**src/rtl/cobs_pkg.sv**
```systemverilog
// Shared types and constants for the COBS frame decoder.
package cobs_pkg;

  // Largest data run of one block; a code of BLOCK_MAX + 1 leaves no implied zero.
  localparam int unsigned BLOCK_MAX = 254;
  localparam logic [7:0] CODE_NO_ZERO = 8'(BLOCK_MAX + 1);
  localparam logic [7:0] DELIMITER = 8'h00;

  // Decoupling queue between the classifier and the result emitter.
  localparam int unsigned QUEUE_DEPTH = 4;
  localparam int unsigned QUEUE_PTR_W = $clog2(QUEUE_DEPTH);
  localparam int unsigned QUEUE_CNT_W = $clog2(QUEUE_DEPTH + 1);

  typedef struct packed {
    logic [7:0] in_byte;
    logic       has_byte;
    logic       buffer_last;
  } in_item_t;

  typedef struct packed {
    logic [7:0] out_byte;
    logic       frame_end;
    logic       frame_ok;
    logic       run_last;
  } out_item_t;

  // Kind of the first result an item causes.
  typedef enum logic [1:0] {
    OP_DATA,
    OP_ZERO,
    OP_END_OK,
    OP_END_FAIL
  } op_e;

  // One queued work entry: first result plus an optional trailing failure report.
  typedef struct packed {
    op_e        op;
    logic [7:0] data;
    logic       tail_fail;
  } entry_t;

endpackage

```
**src/rtl/cobs_front.sv**
```systemverilog
// Front end: accepts encoded bytes, tracks block state and classifies each item.
module cobs_front (
  input  logic               clk_i,
  input  logic               rst_ni,
  input  logic               in_valid_i,
  output logic               in_stall_o,
  input  cobs_pkg::in_item_t in_data_i,
  input  logic               q_full_i,
  output logic               q_push_o,
  output cobs_pkg::entry_t   q_entry_o
);

  logic [7:0] bytes_left_q, bytes_left_d;
  logic       pending_zero_q, pending_zero_d;
  logic       skipping_q, skipping_d;
  logic       accept;

  assign in_stall_o = q_full_i;
  assign accept     = in_valid_i && !q_full_i;

  always_comb begin
    logic first_valid;
    logic done;
    first_valid      = 1'b0;
    done             = 1'b0;
    bytes_left_d     = bytes_left_q;
    pending_zero_d   = pending_zero_q;
    skipping_d       = skipping_q;
    q_entry_o.op        = cobs_pkg::OP_DATA;
    q_entry_o.data      = in_data_i.in_byte;
    q_entry_o.tail_fail = 1'b0;

    if (skipping_q) begin
      if (in_data_i.buffer_last) begin
        skipping_d = 1'b0;
      end
    end else begin
      if (in_data_i.has_byte) begin
        if (bytes_left_q != 8'd0) begin
          first_valid  = 1'b1;
          q_entry_o.op = cobs_pkg::OP_DATA;
          bytes_left_d = bytes_left_q - 8'd1;
        end else if (in_data_i.in_byte == cobs_pkg::DELIMITER) begin
          first_valid    = 1'b1;
          done           = 1'b1;
          q_entry_o.op   = cobs_pkg::OP_END_OK;
          skipping_d     = 1'b1;
          pending_zero_d = 1'b0;
        end else begin
          // new code byte: the previous short block implies a zero
          if (pending_zero_q) begin
            first_valid  = 1'b1;
            q_entry_o.op = cobs_pkg::OP_ZERO;
          end
          bytes_left_d   = in_data_i.in_byte - 8'd1;
          pending_zero_d = in_data_i.in_byte < cobs_pkg::CODE_NO_ZERO;
        end
      end
      if (in_data_i.buffer_last) begin
        if (!done) begin
          if (first_valid) begin
            q_entry_o.tail_fail = 1'b1;
          end else begin
            first_valid  = 1'b1;
            q_entry_o.op = cobs_pkg::OP_END_FAIL;
          end
        end
        bytes_left_d   = 8'd0;
        pending_zero_d = 1'b0;
        skipping_d     = 1'b0;
      end
    end
    q_push_o = accept && first_valid;
  end

  always_ff @(posedge clk_i or negedge rst_ni) begin
    if (!rst_ni) begin
      bytes_left_q   <= 8'd0;
      pending_zero_q <= 1'b0;
      skipping_q     <= 1'b0;
    end else if (accept) begin
      bytes_left_q   <= bytes_left_d;
      pending_zero_q <= pending_zero_d;
      skipping_q     <= skipping_d;
    end
  end

endmodule

```
**src/rtl/cobs_fifo.sv**
```systemverilog
// Small entry queue between the front end and the result emitter.
module cobs_fifo (
  input  logic             clk_i,
  input  logic             rst_ni,
  input  logic             push_i,
  input  cobs_pkg::entry_t entry_i,
  output logic             full_o,
  input  logic             pop_i,
  output logic             empty_o,
  output cobs_pkg::entry_t head_o
);

  cobs_pkg::entry_t mem_q [cobs_pkg::QUEUE_DEPTH];
  logic [cobs_pkg::QUEUE_PTR_W-1:0] wr_ptr_q, rd_ptr_q;
  logic [cobs_pkg::QUEUE_CNT_W-1:0] count_q, count_d;

  assign full_o  = count_q == cobs_pkg::QUEUE_CNT_W'(cobs_pkg::QUEUE_DEPTH);
  assign empty_o = count_q == '0;
  assign head_o  = mem_q[rd_ptr_q];

  always_comb begin
    count_d = count_q;
    if (push_i && !pop_i) begin
      count_d = count_q + 1'b1;
    end else if (pop_i && !push_i) begin
      count_d = count_q - 1'b1;
    end
  end

  always_ff @(posedge clk_i) begin
    if (push_i) begin
      mem_q[wr_ptr_q] <= entry_i;
    end
  end

  always_ff @(posedge clk_i or negedge rst_ni) begin
    if (!rst_ni) begin
      wr_ptr_q <= '0;
      rd_ptr_q <= '0;
      count_q  <= '0;
    end else begin
      if (push_i) begin
        wr_ptr_q <= wr_ptr_q + 1'b1;
      end
      if (pop_i) begin
        rd_ptr_q <= rd_ptr_q + 1'b1;
      end
      count_q <= count_d;
    end
  end

  a_no_push_full: assert property (@(posedge clk_i) disable iff (!rst_ni)
    full_o |-> !push_i) else $error("queue push while full");
  a_no_pop_empty: assert property (@(posedge clk_i) disable iff (!rst_ni)
    empty_o |-> !pop_i) else $error("queue pop while empty");
  a_count_up: assert property (@(posedge clk_i) disable iff (!rst_ni)
    (push_i && !pop_i) |=> count_q == $past(count_q) + 1'b1)
    else $error("queue count did not advance on push");

endmodule

```
**src/rtl/cobs_back.sv**
```systemverilog
// Back end: expands queued entries into result transfers through an output register.
module cobs_back (
  input  logic                clk_i,
  input  logic                rst_ni,
  input  logic                q_empty_i,
  input  cobs_pkg::entry_t    q_head_i,
  output logic                q_pop_o,
  output logic                out_valid_o,
  input  logic                out_stall_i,
  output cobs_pkg::out_item_t out_data_o
);

  logic                phase_q, phase_d;   // 1: first result sent, failure report due
  logic                out_valid_q;
  cobs_pkg::out_item_t out_q, out_d;
  logic                load, emit;

  assign load = !out_valid_q || !out_stall_i;
  assign emit = load && !q_empty_i;

  always_comb begin
    out_d = '0;
    if (phase_q) begin
      out_d.frame_end = 1'b1;
      out_d.run_last  = 1'b1;
    end else begin
      out_d.run_last = !q_head_i.tail_fail;
      unique case (q_head_i.op)
        cobs_pkg::OP_DATA:     out_d.out_byte = q_head_i.data;
        cobs_pkg::OP_ZERO:     out_d.out_byte = 8'd0;
        cobs_pkg::OP_END_OK: begin
          out_d.frame_end = 1'b1;
          out_d.frame_ok  = 1'b1;
        end
        cobs_pkg::OP_END_FAIL: out_d.frame_end = 1'b1;
        default:               out_d = '0;
      endcase
    end
    q_pop_o = emit && (phase_q || !q_head_i.tail_fail);
    phase_d = phase_q;
    if (emit) begin
      phase_d = phase_q ? 1'b0 : q_head_i.tail_fail;
    end
  end

  always_ff @(posedge clk_i) begin
    if (emit) begin
      out_q <= out_d;
    end
  end

  always_ff @(posedge clk_i or negedge rst_ni) begin
    if (!rst_ni) begin
      out_valid_q <= 1'b0;
      phase_q     <= 1'b0;
    end else begin
      if (load) begin
        out_valid_q <= emit;
      end
      phase_q <= phase_d;
    end
  end

  assign out_valid_o = out_valid_q;
  assign out_data_o  = out_q;

  a_tail_pending: assert property (@(posedge clk_i) disable iff (!rst_ni)
    phase_q |-> (!q_empty_i && q_head_i.tail_fail))
    else $error("failure report due without a matching queue entry");

endmodule

```
**src/rtl/cobs_frame_decoder.sv**
```systemverilog
// Top level of the streaming COBS frame decoder.
// COBS frame decoder. Each input transfer carries at most one encoded byte plus a
// buffer_last flag; each output transfer is either a decoded data byte or a frame
// end report (frame_ok 1 on the delimiter, 0 when the buffer ended without one, in
// which case the frame's data must be discarded). run_last marks the final output
// caused by one input. A front end tracks the block counter, the implied-zero mark
// and the skip-after-delimiter mark and classifies every input in the cycle it is
// accepted; a four-entry queue carries the classified work to a back end that
// drives a registered output. Inputs are taken one per clock while the queue has
// room; an input that causes two outputs (a byte followed by a failure report)
// holds the output side for both, so one input per clock is sustained as long as
// inputs average at most one output each and the output is not stalled, with at
// most one output per clock. Output valid rises once the input's entry has been
// written into the queue and then loaded into the output register. No clearing
// pass is needed after reset.
module cobs_frame_decoder (
  input  logic                clk_i,
  input  logic                rst_ni,
  input  logic                in_valid_i,
  output logic                in_stall_o,
  input  cobs_pkg::in_item_t  in_data_i,
  output logic                out_valid_o,
  input  logic                out_stall_i,
  output cobs_pkg::out_item_t out_data_o
);

  logic             q_push, q_full, q_pop, q_empty;
  cobs_pkg::entry_t q_entry, q_head;

  // Classifier: owns all decoding state, pushes one entry per producing transfer.
  cobs_front u_front (
    .clk_i      (clk_i),
    .rst_ni     (rst_ni),
    .in_valid_i (in_valid_i),
    .in_stall_o (in_stall_o),
    .in_data_i  (in_data_i),
    .q_full_i   (q_full),
    .q_push_o   (q_push),
    .q_entry_o  (q_entry)
  );

  cobs_fifo u_fifo (
    .clk_i   (clk_i),
    .rst_ni  (rst_ni),
    .push_i  (q_push),
    .entry_i (q_entry),
    .full_o  (q_full),
    .pop_i   (q_pop),
    .empty_o (q_empty),
    .head_o  (q_head)
  );

  // Emitter: one output per clock while not stalled, second pass for the trailing failure report.
  cobs_back u_back (
    .clk_i       (clk_i),
    .rst_ni      (rst_ni),
    .q_empty_i   (q_empty),
    .q_head_i    (q_head),
    .q_pop_o     (q_pop),
    .out_valid_o (out_valid_o),
    .out_stall_i (out_stall_i),
    .out_data_o  (out_data_o)
  );

endmodule
```
**config.mk**
```make
export PLATFORM = sky130hd
export DESIGN_NAME = cobs_frame_decoder
export DESIGN_NICKNAME = d
export VERILOG_FILES = /design/src/rtl/cobs_pkg.sv /design/src/rtl/cobs_front.sv /design/src/rtl/cobs_fifo.sv /design/src/rtl/cobs_back.sv /design/src/rtl/cobs_frame_decoder.sv
export SDC_FILE = /design/constraint.sdc
export NUM_CORES = 1
export LEC_CHECK = 0
export ABC_AREA = 1
export BUFFER_PORTS_ARGS = -buffer_cell sky130_fd_sc_hd__buf_2
export CORE_ASPECT_RATIO = 2
export CORE_MARGIN = 2
export CORE_UTILIZATION = 53
export DETAILED_ROUTE_END_ITERATION = 10
export PLACE_DENSITY = 0.75
export SLEW_MARGIN = 15
export SYNTH_ARGS = -nofsm -noshare
export SYNTH_HDL_FRONTEND = slang
export SYNTH_SLANG_ARGS = --single-unit
```
**constraint.sdc**
```tcl
create_clock -name clk_i -period 2.2 [get_ports clk_i]
set_input_delay 0 -clock clk_i [delete_from_list [all_inputs] [get_ports clk_i]]
set_output_delay 0 -clock clk_i [all_outputs]
set_load 0.01 [all_outputs]
```
==> impl_metrics.toml <==
[run_status]
outcome = "finished clean"

[clock_network]
cts_tree = "done"
numCtsBuffers = 9
htreeDepth = 3
clockBufferDepth = 2
insertion_delay_ns = 0.33
clkTransAtPathRegs_ns = 0.05
cts_sinks = 74
root_buffer = "clkbuf_16"

[worst_setup_path]
cpPeakStageDelay_ns = 0.43
crit_path_end_kind = "register"
worstPathRequired_ns = 2.41
crit_fanout = 4
cp.arrival_ns = 2.37
worstSetupPathType = "register to register"
r2r_end = "u_fifo.count_q[2]"
crit_path_top_delay_cell = "dfrtp_1"
startpoint_type = "register"
reg2reg_slack_ns = 0.04
crit_chain = "o31ai_1 > inv_1 > nand2_1 > ha_1 > inv_2 > fa_1 > a21oi_1 > o21ai_0 > xnor2_1"
reg2reg_depth = 9
reg2reg_from = "u_fifo.count_q[0]"

[cells_and_area]
fillers = 461
finalNetCount = 383
diodes = 0
syn2layout_area_growth_pct = 19.78
drive_above_1_share_pct = 23.16
final_util_pct = 65.81
final_area_sq_um = 3985

[place]
gp_congestion = 0.8271
place_hpwl_um = 4556
place_area_sq_um = 3601
io_buffers = 26

[run]
maxCapViolations = 0

[timing]
final-hold-violation-count = 0
maxSlewViolCount = 0
setup_viol = 0
skew_ns = 0.006782
fin_crit_sh_pct = 98.32
fin_crit_ns = 2.163
rsz0062_at_grt = "true"
worst_slew_pin_slew_ns = 0.6641
relSlewSlack_pct = 55.68
setup_tns_ns = 0
fmax_mhz = 462.3

[grt]
grt_pass1_vias = 2387
grt_max_degree = 21
gr-usage-all-layers_pct = 21.97
antenna_found_initial = 0
grt_overflow = 0
grt_pass1_wl_um = 11000

[die]
die_area_sq_um = 6966
ios = 27
die_w_um = 60.03
die_h_um = 116.0
row_count = 40
coreArea_sq_um = 6056
initial_core_util_pct = 54.94

[power_and_ir_drop]
power_uw = 5537
power.leakage_uw = 0.001663
peakVddDrop_uv = 840.0
power_density_nw_per_um2 = 1389

[yosys]
synth_top_area_cell = "edfxtp_1"
async_flop_share_pct = 25.68
postSynthCellCount = 310
synth-seq-cells = 74
yosysWarnings = 0
synth_common_cells = "59 x nor2_1, 55 x edfxtp_1, 42 x nand2_1"
synth_area_leaders = "edfxtp_1 50%, dfrtp_1 14%, nor2_1 6.7%"
syn_avg_cell_area_sq_um = 10.73
synthFlopType = "edfxtp_1"
synth.cell_area_sq_um = 3327
synth.most_common_cell = "nor2_1"
syn_nets = 331
yosysTopAreaCellShare_pct = 49.64
synth-edff-count = 55
ys_types = 33
synth-seq-area-share_pct = 63.93

[detailed_routing]
ant_nets = 0
first_pass_iters = 4
avgRoutedWirePerCell_um = 14.57
finalWirelength_um = 6570
drt_iter0_drc = 88
drc = 0
num_vias = 2296
vias_per_cell = 5.091

[worst_hold_path]
worstHoldEndpoint = "u_fifo.mem_q[1][8]"
min_from = "in_data_i[9]"
hp-class = "primary input to register"
hold_depth = 2
==> cell usage in the layout, fill, tap and decap left out, types with 13 or more instances in the layout <==
cell / instances
a21oi_1: 18
inv_1: 22
o21ai_0: 26
buf_2: 26
nand2_1: 42
dfrtp_1: 19
buf_4: 13
edfxtp_1: 55
nor2_1: 53
==> per-stage QoR <==
step                setup slack, ns  cells  hold WS, ns
floorplan                   0.01088    310      -0.2956
global placement            0.04917    423     -0.03441
detailed placement          0.03307    423     -0.02466
CTS                         0.01745    449      0.01442
global route                -0.1151    451      0.02652
finish                      0.03690    451      0.01682
==> critical path, delay by kind of cell, from the launching register on <==
family / cells / cell delay [ns]
XOR/XNOR: 1 / 0.14
adder cells (fa/ha/maj): 2 / 0.54
buffers and inverters: 2 / 0.15
AO/OA/AOI/OAI: 3 / 0.65
AND/OR/NAND/NOR: 1 / 0.13
flip-flops: 1 / 0.43
==> state kept, by name (all words and copies together) (netlist names) <==
register	flops
u_back.phase_q	1
u_back.out_data_o	11
u_fifo.count_q	3
u_front.pending_zero_q	1
u_fifo.wr_ptr_q	2
u_back.out_valid_o	1
u_front.bytes_left_q	8
u_front.skipping_q	1
u_fifo.mem_q	44
u_fifo.rd_ptr_q	2
==> kinds of logic after synthesis <==
logic type / after synthesis / synth area share (%)
buffers and inverters: 37 / 4.588
AO/OA/AOI/OAI: 59 / 10.57
adder cells (fa/ha/maj): 7 / 2.858
XOR/XNOR: 5 / 1.317
flip-flops: 74 / 63.93
AND/OR/NAND/NOR: 128 / 16.74
==> what timing repair did <==
item	in CTS	in global routing
setup endpoints to repair	0	46
hold endpoints to repair	44	0
gates resized for setup	0	7
hold buffers	10	0
setup buffers	0	2
==> cell type report <==
class	instances	area (sq um)	area share, %
Sequential cell	74	2127	53.38
Multi-Input combinational cell	199	1062	26.66
Timing Repair Buffer	49	327.8	8.226
Clock buffer	11	232.7	5.840
Inverter	29	108.9	2.732
Tap cell	84	105.1	2.637
Clock inverter	5	21.27	0.5338
==> how the worst max path moves through the flow <==
stage	start	endpoint	slack (ns)	depth (start not counted)
after floorplan	u_fifo.count_q[0]	u_fifo.count_q[2]	0.01	9
after global placement	u_fifo.count_q[0]	u_fifo.count_q[2]	0.05	9
after detailed placement	u_fifo.count_q[0]	u_fifo.mem_q[2][6]	0.03	6
after CTS	u_fifo.count_q[1]	u_fifo.mem_q[2][6]	0.02	6
after global routing	u_fifo.count_q[0]	u_fifo.count_q[2]	-0.12	9
final	u_fifo.count_q[0]	u_fifo.count_q[2]	0.04	9
==> power by group <==
part           switching (uW)  total [uW]  internal, uW  leakage [uW]
Combinational            1340        2130           790      0.000787
Sequential                192        2150          1960      0.000750
Clock                     506        1250           747      0.000126
==> routing by layer <==
layer | up-vias | global-route usage (%) | part of all wire, %
li1 | 1152 | - | -
met1 | 1089 | 23.86 | 38
met2 | 43 | 38.70 | 57
met3 | 12 | 4.911 | 2.7
met4 | 0 | 10.81 | 2.2
met5 | - | 0 | 0
Note: power is estimated with default switching activity, not from simulation.
